--- config.mk ---
export PLATFORM = sky130hd
export DESIGN_NAME = iccr_ram
export DESIGN_NICKNAME = d
export VERILOG_FILES = /design/src/rtl/iccr_ram.sv
export SDC_FILE = /design/constraint.sdc
export NUM_CORES = 2
export LEC_CHECK = 0
export BUFFER_PORTS_ARGS = -buffer_cell sky130_fd_sc_hd__buf_2
export CORE_AREA = 3 3 468 470
export CTS_CLUSTER_DIAMETER = 150
export DETAILED_ROUTE_END_ITERATION = 8
export DIE_AREA = 0 0 471 473
export GPL_TIMING_DRIVEN = 0
export PLACE_DENSITY = 0.56
export SLEW_MARGIN = 30
export SYNTH_ARGS = -nofsm -noshare
export SYNTH_HDL_FRONTEND = slang
export SYNTH_SLANG_ARGS = --single-unit
--- constraint.sdc ---
create_clock -name clk -period 3.6 [get_ports clk]
set_clock_uncertainty 0.2 [all_clocks]
set_input_delay 0.72 -clock clk [delete_from_list [all_inputs] [get_ports clk]]
set_output_delay 0.72 -clock clk [all_outputs]
set_load 0.01 [all_outputs]
--- src/rtl/iccr_ram.sv ---
`default_nettype none

module iccr_ram (
  input  wire logic       clk,
  input  wire logic       we,
  input  wire logic [7:0] waddr,
  input  wire logic [7:0] wdata,
  input  wire logic [7:0] raddr,
  output logic      [7:0] rdata
);

  logic [7:0] mem [256];

  always_ff @(posedge clk) begin
    if (we) begin
      mem[waddr] <= wdata;
    end
    rdata <= mem[raddr];
  end

endmodule

`default_nettype wire

; ---- Yosys cells after proc, flatten, opt, wreduce, memory -nomap -nowiden
; Memory sizes are Yosys's and may differ from the RTL's. A register that Yosys moved wholly into a read port is not among the register bits.
; Index checks and enable logic that the tools add are counted.
[classes]
add_sub_neg = 0
multipliers = 0
div = 0
n_lt_le_gt_ge = 0
eq_ne = 0
n_shift = 0
muxes = 2
n_bitwise = 0
n_reduce_logical = 0
[op_table]
columns = op, count
row1 = $mux 1, 2
[word_totals]
ff_bits = 0
latch_bits = 0
ram_bits = 2048
mem_bits_ro = 0
input_bits = 26
output_inout_bits = 8
memories = 1
[memory_table]
columns = memory, words, width, rd, rd_ports_with_merged_regs, wr, line_no
row1 = mem, 256, 8, 1, 1, 1, 12  ; logic [7:0] mem [256];

; ---- Longest topological paths before layout
[logic_depth]
depth_word = 2
mapped_depth = 11
ltp_nobuf = 6

; ---- Worst setup path before layout
; Ideal clock, no wire load.
[synth_timing]
kind = in2reg
from = input raddr[0]
to = register rdata[2], read port of mem
setup_ns = 0.131
t_arrival_ns = 2.527
t_required_ns = 3.269
slack_ns = 0.742
path_stages = 9
path_buffers = 4
cell_sequence = buf_6 -> buf_12 -> buf_8 -> buf_2 -> mux4_2 -> a22oi_1 -> a21oi_1 -> nor4_1 -> nor4_2
[synth_lines]
columns = item, line_no
row1 = "start, declared", 8  ; input wire logic [7:0] raddr,
row2 = "end, declared", 9  ; output logic [7:0] rdata

==> qor.csv <==
stage;metric;value;unit
logic_synthesis;ys_seq_area_frac;0.775;
flow_run;drv_cap;0;
logic_synthesis;syn_nets;3759;
timing;slew_headroom;0.278;
grt;grt_max_degree;116;
clock_tree;cts-root-buf;clkbuf_16;
clock_tree;cts_buffers;211;
clock_tree;postCtsSetupBuffers;0;
detailed_routing;drc_errors;0;
placed_design;port_buffers;26;
layout;layout_commonest_cell;edfxtp_1;
worst_setup_path;regToRegEndpoint;rdata[3];
logic_synthesis;synth_ff_type;edfxtp_1;
timing;max_freq;268;MHz
grt;grt_use_met3;0.0594;
logic_synthesis;synthDistinctLibCells;55;
clock_tree;clk-insertion-delay-late;0.87;ns
worst_setup_path;critPathRequiredTime;4.08;ns
worst_setup_path;startpoint_type;primary input;
layout;finalNonFillerCells;7048;
placed_design;dp_cells;6644;
worst_setup_path;cp-startpoint;raddr[4];
grt;antenna_found_initial;21;
placed_design;hpwl;174;mm
detailed_routing;routed-via-count;41300;
detailed_routing;firstDrtPassIters;7;
timing;period_share;1.04;
grt;grt_pass1_wl;342;mm
detailed_routing;routed_wl;252;mm
timing;fin_ws;-0.130;ns
worst_setup_path;crit_arrival;4.21;ns
worst_setup_path;cp_max_fo;10;
grt;use_met1;0.302;
timing;setup_violations;7;
layout;layout-drive-gt1-share;0.254;
die;dieArea;223000;um^2
outcome;violations;negative setup slack;
logic_synthesis;syn-cell-area;79600;um^2
clock_tree;cts_max_level;4;
clock_tree;clock-sinks;2056;
detailed_routing;ant_nets;0;
grt;grt.total_usage;0.224;
detailed_routing;vias_per_cell;5.85;
worst_hold_path;whs_path_depth;1;
clock_tree;clockBufferDepth;3;
clock_tree;cts_tree;done;
layout;final_nets;4043;
timing;rsz0062_at_grt;false;
logic_synthesis;synth_edf_count;2048;
worst_setup_path;regToRegSetupSlack;0.59;ns
worst_setup_path;r2r-start;mem[24][3];
placed_design;pre_cts_ws;-1.98;ns
logic_synthesis;syn_avg_cell_area;21.3;um^2
detailed_routing;wl_per_cell;35.8;um
die;ioPinCount;34;
timing;finalHoldViolCount;0;
placed_design;place_congestion;0.948;
layout;area_growth;15.4;%
logic_synthesis;synth_seq_cells;2056;
die;fp.dieH;473;um
worst_setup_path;r2r_cells;6;
clock_tree;path_clk_slew;0.06;ns
logic_synthesis;async_flop_share;0;
die;die_w;471;um
grt;use_met2;0.346;
die;initial_core_util;0.370;
layout;fillers;18500;
worst_hold_path;hold_end;mem[208][4];
worst_setup_path;worstSetupPathType;primary input to flop;
layout;final_cell_mix;edfxtp_1 (2048), mux4_2 (454), nor2_1 (253), clkbuf_16 (213), mux2i_1 (134);
timing;hold_ws;0.0896;ns
grt;grt_overflow;0;
outcome;status;complete, but fails checks;
pwr;p_per_area;557;nW/um^2
logic_synthesis;synth_cells;3733;
grt;grt.busiest_layer;met2;
timing;worst_pin_slew;1.07;ns
worst_hold_path;hp-start;wdata[4];
detailed_routing;drtIter0Drc;6046;
pwr;leakagePower;28.2;nW
die;rows;170;
pwr;ir_drop;0.407;mV
worst_setup_path;cp-end-kind;flop;
logic_synthesis;yosys_warnings;0;
timing;tns;-0.538;ns
die;core;215000;um^2
grt;grt_pass1_vias;40400;
timing;finalMaxSlewViolations;0;
worst_hold_path;worstHoldPathType;primary input to flop;
timing;period_minus_slack;3.73;ns
through the flow:
step	util	power (W)	cell area, um^2
after floorplan	-	0.0282	79600
after CTS	0.427	0.0514	91700
final	0.427	0.0512	91800
after global routing	0.427	0.0524	91800
after detailed placement	0.394	0.0298	84600
after global placement	0.387	0.0298	83200
metal layers:
metal | routed length [um] | vias up
met5 | 15 | -
met4 | 11900 | 2
met3 | 25700 | 464
met2 | 116000 | 2347
met1 | 98200 | 22100
li1 | - | 16300
power by group:
group,switching (W),internal (W)
combinational,0.00207,0.000944
sequential,0.0000166,0.0264
clock,0.00942,0.0123
total,0.0115,0.0397
logic make-up (layout without fill, tap and decap cells):
logic type      after synthesis  in the layout  synth area share
buf+inv                     235            700            0.0183
compound gates              385            385            0.0342
simple gates                466            466            0.0263
other cells                   0             12                 0
mux                         591            591             0.146
flops                      2056           2056             0.775
cell type report:
cell class | count | area, um^2 | share of cell area
clock buffers | 268 | 5570 | 0.0606
multi-input cells | 1442 | 16800 | 0.183
plain buffers | 230 | 1550 | 0.0168
inverters | 2 | 7.51 | 0.0000818
clock inverters | 126 | 1270 | 0.0139
diodes | 12 | 30.0 | 0.000327
repair buffers | 74 | 1340 | 0.0146
well taps | 2838 | 3550 | 0.0387
flip-flops and latches | 2056 | 61700 | 0.672
synthesized netlist by cell type, types with 3 or more instances:
cell | n | area share
edfxtp_1 | 2048 | 0.77
mux4_2 | 454 | 0.13
nor2_1 | 282 | 0.013
mux2i_1 | 134 | 0.017
a22oi_1 | 133 | 0.013
clkbuf_1 | 111 | 0.0052
a21oi_1 | 96 | 0.0060
o221ai_1 | 46 | 0.0051
nand3_1 | 34 | 0.0021
nand2_1 | 33 | 0.0016
buf_2 | 31 | 0.0020
nor2b_1 | 31 | 0.0024
o22ai_1 | 28 | 0.0022
buf_4 | 27 | 0.0025
nor4_1 | 24 | 0.0019
buf_1 | 22 | 0.0010
nor3_1 | 22 | 0.0014
buf_6 | 21 | 0.0030
a211oi_1 | 16 | 0.0015
a221oi_1 | 13 | 0.0014
buf_8 | 13 | 0.0025
nand4_1 | 10 | 0.00079
o211ai_1 | 10 | 0.00094
o21ai_0 | 10 | 0.00063
a22o_1 | 8 | 0.00088
buf_12 | 8 | 0.0020
dfxtp_1 | 8 | 0.0020
nand2b_1 | 8 | 0.00063
and2_1 | 6 | 0.00047
o22a_1 | 5 | 0.00055
o32ai_1 | 4 | 0.00044
or2_2 | 4 | 0.00031
nor4_2 | 3 | 0.00047
how the worst max path moves through the flow:
stage	end	depth (start not counted)
floorplan	rdata[2]	9
finish	rdata[5]	9
CTS	rdata[0]	9
global placement	rdata[4]	9
global route	rdata[5]	9
detailed placement	rdata[5]	9
registers in the layout (all words and copies together) (netlist names):
register  count
rdata         8
mem        2048
worst max-delay path, cell delays in order:
cell and delay, ns:
buf_2 0.09, buf_4 0.32, nor2b_2 0.64, clkbuf_2 0.46
clkbuf_2 0.47, a22oi_1 0.17, a21oi_1 0.54, nor3_1 0.16
nor4_2 0.57
repair_timing:
action,CTS,global route
endpoints found under the setup margin,8,5
endpoints found under the hold margin,27,0
hold buffers,1,0
gates resized for setup,52,8
Power figures use the tool's default switching activity.
