### config.mk
export PLATFORM = sky130hd
export DESIGN_NAME = iccr_decode
export DESIGN_NICKNAME = d
export VERILOG_FILES = /design/src/rtl/iccr_pkg.sv /design/src/rtl/iccr_decode.sv
export SDC_FILE = /design/constraint.sdc
export NUM_CORES = 1
export LEC_CHECK = 0
export BUFFER_PORTS_ARGS = -buffer_cell sky130_fd_sc_hd__buf_2
export CAP_MARGIN = 15
export CORE_UTILIZATION = 25
export DETAILED_ROUTE_END_ITERATION = 6
export PLACE_DENSITY_LB_ADDON = 0.08
export SYNTH_ARGS = -nofsm -noshare
export SYNTH_HDL_FRONTEND = slang
export SYNTH_SLANG_ARGS = --single-unit
### constraint.sdc
create_clock -name vclk -period 2.9
set_clock_uncertainty 0.05 [all_clocks]
set_input_delay 0.29 -clock vclk [all_inputs]
set_output_delay 0.29 -clock vclk [all_outputs]
set_load 0.01 [all_outputs]
### src/rtl/iccr_pkg.sv
`default_nettype none

package iccr_pkg;

  localparam logic       FUNC_READ  = 1'b0;
  localparam logic       FUNC_WRITE = 1'b1;

  localparam logic [15:0] PORT_MAIN_INDEX = 16'h0022;
  localparam logic [15:0] PORT_MAIN_DATA  = 16'h0023;
  localparam logic [16:0] DATA_PORT_OFFSET = 17'd4;

  localparam logic [7:0] REG_WIN_SEL    = 8'h10;
  localparam logic [7:0] REG_BASE_LO    = 8'h12;
  localparam logic [7:0] REG_BASE_HI    = 8'h13;
  localparam logic [7:0] REG_MASK_21    = 8'h21;
  localparam logic [7:0] REG_MASK_22    = 8'h22;
  localparam logic [7:0] REG_SHADOW_C   = 8'h25;
  localparam logic [7:0] REG_SHADOW_D   = 8'h26;
  localparam logic [7:0] REG_SHADOW_E   = 8'h27;
  localparam logic [7:0] REG_SHADOW_F   = 8'h28;
  localparam logic [7:0] REG_MASK_29    = 8'h29;
  localparam logic [7:0] REG_MASK_36    = 8'h36;
  localparam logic [7:0] REG_RESET_ONES = 8'h7b;

  localparam logic [7:0] SEL_HOST  = 8'h07;
  localparam logic [7:0] SEL_LOCAL = 8'h06;

  localparam logic [7:0] BYTE_ONES = 8'hff;

  typedef struct packed {
    logic        func;
    logic [15:0] port_address;
    logic [7:0]  write_data;
  } req_t;

  typedef struct packed {
    logic [7:0]  read_data;
    logic [12:0] shadow_read_map;
    logic [12:0] shadow_write_map;
    logic        bios_shadow_read;
    logic        bios_shadow_write;
    logic        smram_open;
  } rsp_t;

  // Port decode hits, an index hit and a data hit per decoder
  typedef struct packed {
    logic main_idx;
    logic main_dat;
    logic host_idx;
    logic host_dat;
    logic loc_idx;
    logic loc_dat;
  } hit_t;

  function automatic logic [7:0] mask_main(input logic [7:0] idx, input logic [7:0] v);
    logic [7:0] r;
    begin
      unique case (idx)
        REG_MASK_21:  r = v & 8'hfe;
        REG_MASK_22:  r = v & 8'h7f;
        REG_SHADOW_F: r = v & 8'he3;
        REG_MASK_29:  r = v & 8'h0f;
        REG_MASK_36:  r = v & 8'h3f;
        default:      r = v;
      endcase
      return r;
    end
  endfunction

  // Region 4r+b: write enable bit 2b, read enable bit 2b+1 of register 25h+r.
  function automatic rsp_t shadow_status(input logic [7:0] r25, input logic [7:0] r26,
                                         input logic [7:0] r27, input logic [7:0] r28);
    rsp_t s;
    logic [23:0] regs;
    begin
      s = '0;
      regs = {r27, r26, r25};
      for (int i = 0; i < 12; i++) begin
        s.shadow_write_map[i] = regs[2*i];
        s.shadow_read_map[i]  = regs[2*i+1];
      end
      s.shadow_write_map[12] = r28[0];
      s.shadow_read_map[12]  = r28[1];
      s.bios_shadow_read  = |s.shadow_read_map[12:8];
      s.bios_shadow_write = |s.shadow_write_map[12:8];
      s.smram_open        = r28[7];
      s.read_data         = BYTE_ONES;
      return s;
    end
  endfunction

endpackage

`default_nettype wire

### src/rtl/iccr_decode.sv
`default_nettype none

module iccr_decode (
  input  wire logic [15:0] port_address,
  input  wire logic [15:0] hwin_base,
  input  wire logic [15:0] local_base,
  output iccr_pkg::hit_t   hit
);

  logic [16:0] port_ext;
  logic        host_on;
  logic        local_on;

  assign port_ext = {1'b0, port_address};
  assign host_on  = (hwin_base != 16'h0000);
  assign local_on = (local_base != 16'h0000);

  // data port sits at base+4 with no wrap past FFFFh
  always_comb begin
    hit.main_idx = (port_address == iccr_pkg::PORT_MAIN_INDEX);
    hit.main_dat = (port_address == iccr_pkg::PORT_MAIN_DATA);
    hit.host_idx = host_on && (port_address == hwin_base);
    hit.host_dat = host_on &&
                   (port_ext == ({1'b0, hwin_base} + iccr_pkg::DATA_PORT_OFFSET));
    hit.loc_idx  = local_on && (port_address == local_base);
    hit.loc_dat  = local_on &&
                   (port_ext == ({1'b0, local_base} + iccr_pkg::DATA_PORT_OFFSET));
  end

endmodule

`default_nettype wire

Word-level counts from Yosys, hierarchy flattened
Index checks and enable logic that the tools add are counted.
W data, S select, Z words.
{ "word_totals": {"reg_bits": 0, "output_inout_bits": 6, "word_cells": 14} }
{ "op_classes": {"addsub": 2, "n_eq_ne": 6, "reduce_logical": 6} }
{ "op_table": {"columns": ["op", "n"], "rows": [
  ["$add A16 B3 Y17 const B", 2],
  ["$eq A16 B17 Y1", 2],
  ["$eq A16 B16 Y1", 2],
  ["$eq A16 B6 Y1 const B", 2],
  ["$reduce_bool A16 Y1", 2],
  ["$logic_and A1 B1 Y1", 4]
]} }

Logic depth before layout (Yosys ltp)
{ "logic_depth": {"word_depth": 3, "depth_mapped": 8, "mapped_depth_nobuf": 8} }

Worst setup path after synthesis
No wires, ideal clock.
{ "synth_path": {"path_type": "in2out", "start": "input port local_base[2]", "end": "output port hit[0] in the netlist's numbering", "t_arrival_ns": 2.058, "slack_ns": 0.502, "path_stages": 8, "path_buffers": 1, "path_cell_list": "ha_1 buf_6 nand4_1 nor4_1 xnor2_1 o221ai_1 or4b_1 a311oi_2"} }
{ "synth_lines": {"columns": ["item", "line_no", "source"], "rows": [
  ["start: declaration", "iccr_decode.sv:6", "input wire logic [15:0] local_base,"],
  ["end: declaration", "iccr_decode.sv:7", "output iccr_pkg::hit_t hit"]
]} }

==> reports/summary.txt <==
Layout Nets = 311
Hold WC Path Type = in2out
Logic pwr share = 100.0%
Max VDD drop = 0.00004312 V
Max Cap Violations = 0
Final setup viols = 0
hold endpoint = hit[5]
Crit-path slowest cell = or4b_1
CP Cell Sequence = buf_2 > ha_2 > nand4_1 > nor4_2 > xnor2_1 > o221ai_1 > or4b_1 > a311oi_2 > buf_2
GP Congestion = 0.8611
Port-buffer cells = 54
total global routing overflow = 0
post-synth top area cell = xnor2_1
DR DRC count = 0
Clock Buffer Count = 0
die footprint = 5950 sq um
vias in the first global route = 1593
all-layer global routing usage = 17.25%
global-route wire length before repair = 8376 um
DRT Pass-1 Iters = 4
Yosys top cell area share = 21.10%
Yosys Warn Count = 0
TNS Setup = 0 ns
top-count cell post-synth = xnor2_1
switch share = 58.31%
average size of a mapped cell = 6.689 sq um
Rel. slew slack = 66.15%
final wirelength = 5250 um
syn_nets = 263
core area = 5270 sq um
Area contributors post-synth = xnor2_1, xor2_1, nor4_1, nand4_1, nand2_1
CP bufs+invs = 2
Starting Density = 26.78%
PwrDens = 139.1 nW/um^2
static leakage = 0.6462 nW
Pwr Total = 242.5 uW
worst hold start = port_address[0]
Clk pwr share = 0%
number of vias per cell = 5.211
Slew @ Worst Pin = 0.5042 ns
Synth Cell Area = 1411 sq um
n_diodes = 0
Reg area = 0 sq um
cell mode on critical path = buf_2
endpoint type of the worst setup path = output port
Cell Int Power = 101.1 uW
f_max = 0.3572 GHz
final hold violation count = 0
Rows = 26
Netlist cell types = 45
Die Width = 77.14 um
fin crit share = 96.53%
synth cell count leaders = xnor2_1, nand2_1, nor4_1, xor2_1, nand3_1
Crit path max-delay family = simple AND/OR/NAND/NOR gates
part of the power in registers = 0%
Seq cells = 0
max incr delay on CP = 0.57 ns
Final WS setup = 0.1006 ns
DR vias = 1704
post-route ant nets = 0
register area share after synthesis = 0%
switching power = 141.4 uW
status = completed
DRT iter0 DRCs = 142
largest net degree at the start of global routing = 11
Routed WL per cell = 16.06 um
I/O pin total = 54
Die Y = 77.14 um
crit path launch type = primary input
P&R area growth vs syn = 23.49%
fin crit period = 2.799 ns
Crit Path Max Fanout = 7
critical path class = in2out
detailed placer's ending HPWL = 4326 um
dpl ws = 0.07989 ns
synthesized instance count = 211
share of cells above drive strength 1 = 24.90%
fillcell total = 608
Worst EP required = 2.56 ns
max-slew violations = 0
antenna violations before repair = 0
Critical Path AT = 2.46 ns
worst hold path stage count = 3
-- tightest hold or removal path, cell delays in order --
cell,delay (ns)
buf_2,0.14
nor2_1,0.06
buf_2,0.13
-- per-layer routing --
layer	track usage, %	vias up	wire length [um]
met1	27.55	768	2844
met3	1.548	0	258
li1	-	882	-
met4	0.5660	0	0
met5	0	-	0
met2	25.49	54	2147
-- through the flow --
stage,std cells,util [%],instance area [sq um],hold WS [ns]
after floorplan,211,-,1411,0.5775
after global placement,327,32.91,1734,0.8530
after detailed placement,327,32.91,1734,0.8568
after CTS,327,32.91,1734,0.8574
after global routing,327,33.07,1743,0.8872
final,327,33.07,1743,0.8528
-- logic make-up (layout without fill, tap and decap cells) --
group | Yosys count | after routing | share of synthesized area (%)
fa+ha+maj | 4 | 4 | 3.546
xor+xnor | 50 | 50 | 32.09
buf+inv | 22 | 68 | 7.535
simple gates | 103 | 103 | 40.60
compound gates | 32 | 32 | 16.22
-- cell type report --
type	count	area, sq um	area share, %
Timing Repair Buffer	59	307.8	17.66
Multi-Input combinational cell	189	1314	75.38
Tap cell	70	87.58	5.025
Inverter	9	33.78	1.938
-- placed cells by master, fill, tap and decap left out, types with 2 or more instances in the layout --
cell	n
o221ai_1	2
nor2_1	12
ha_1	3
buf_2	54
nand4b_1	3
o21ai_0	4
inv_1	9
nor4_1	15
or3_1	4
nand4_1	12
xor2_1	15
buf_4	5
a21oi_1	9
o31ai_1	3
nor3_1	11
nor4b_1	4
nand3_1	13
xnor2_1	34
nand2_1	18
-- worst max-delay path by stage --
stage / start / slack [ns] / endpoint / depth (start not counted)
global placement: local_base[2] / 0.14 / hit[0] / 9
finish: local_base[2] / 0.10 / hit[0] / 9
CTS: local_base[3] / 0.08 / hit[0] / 9
floorplan: local_base[2] / 0.50 / hit[0] / 8
global route: local_base[2] / -0.003 / hit[0] / 9
detailed placement: local_base[3] / 0.08 / hit[0] / 9
-- power groups by stage --
stage	registers, mW	logic [mW]	clock network [mW]
after floorplan	0	0.146	0
after global placement	0	0.243	0
after detailed placement	0	0.239	0
after CTS	0	0.241	0
after global routing	0	0.266	0
final	0	0.242	0
-- what timing repair did --
action | CTS | global route
hold buffers | 0 | 0
setup endpoints to repair | 0 | 1
gates resized for setup | 0 | 2
setup buffers | 0 | 0
No activity file was read; power rests on OpenSTA's default activity.
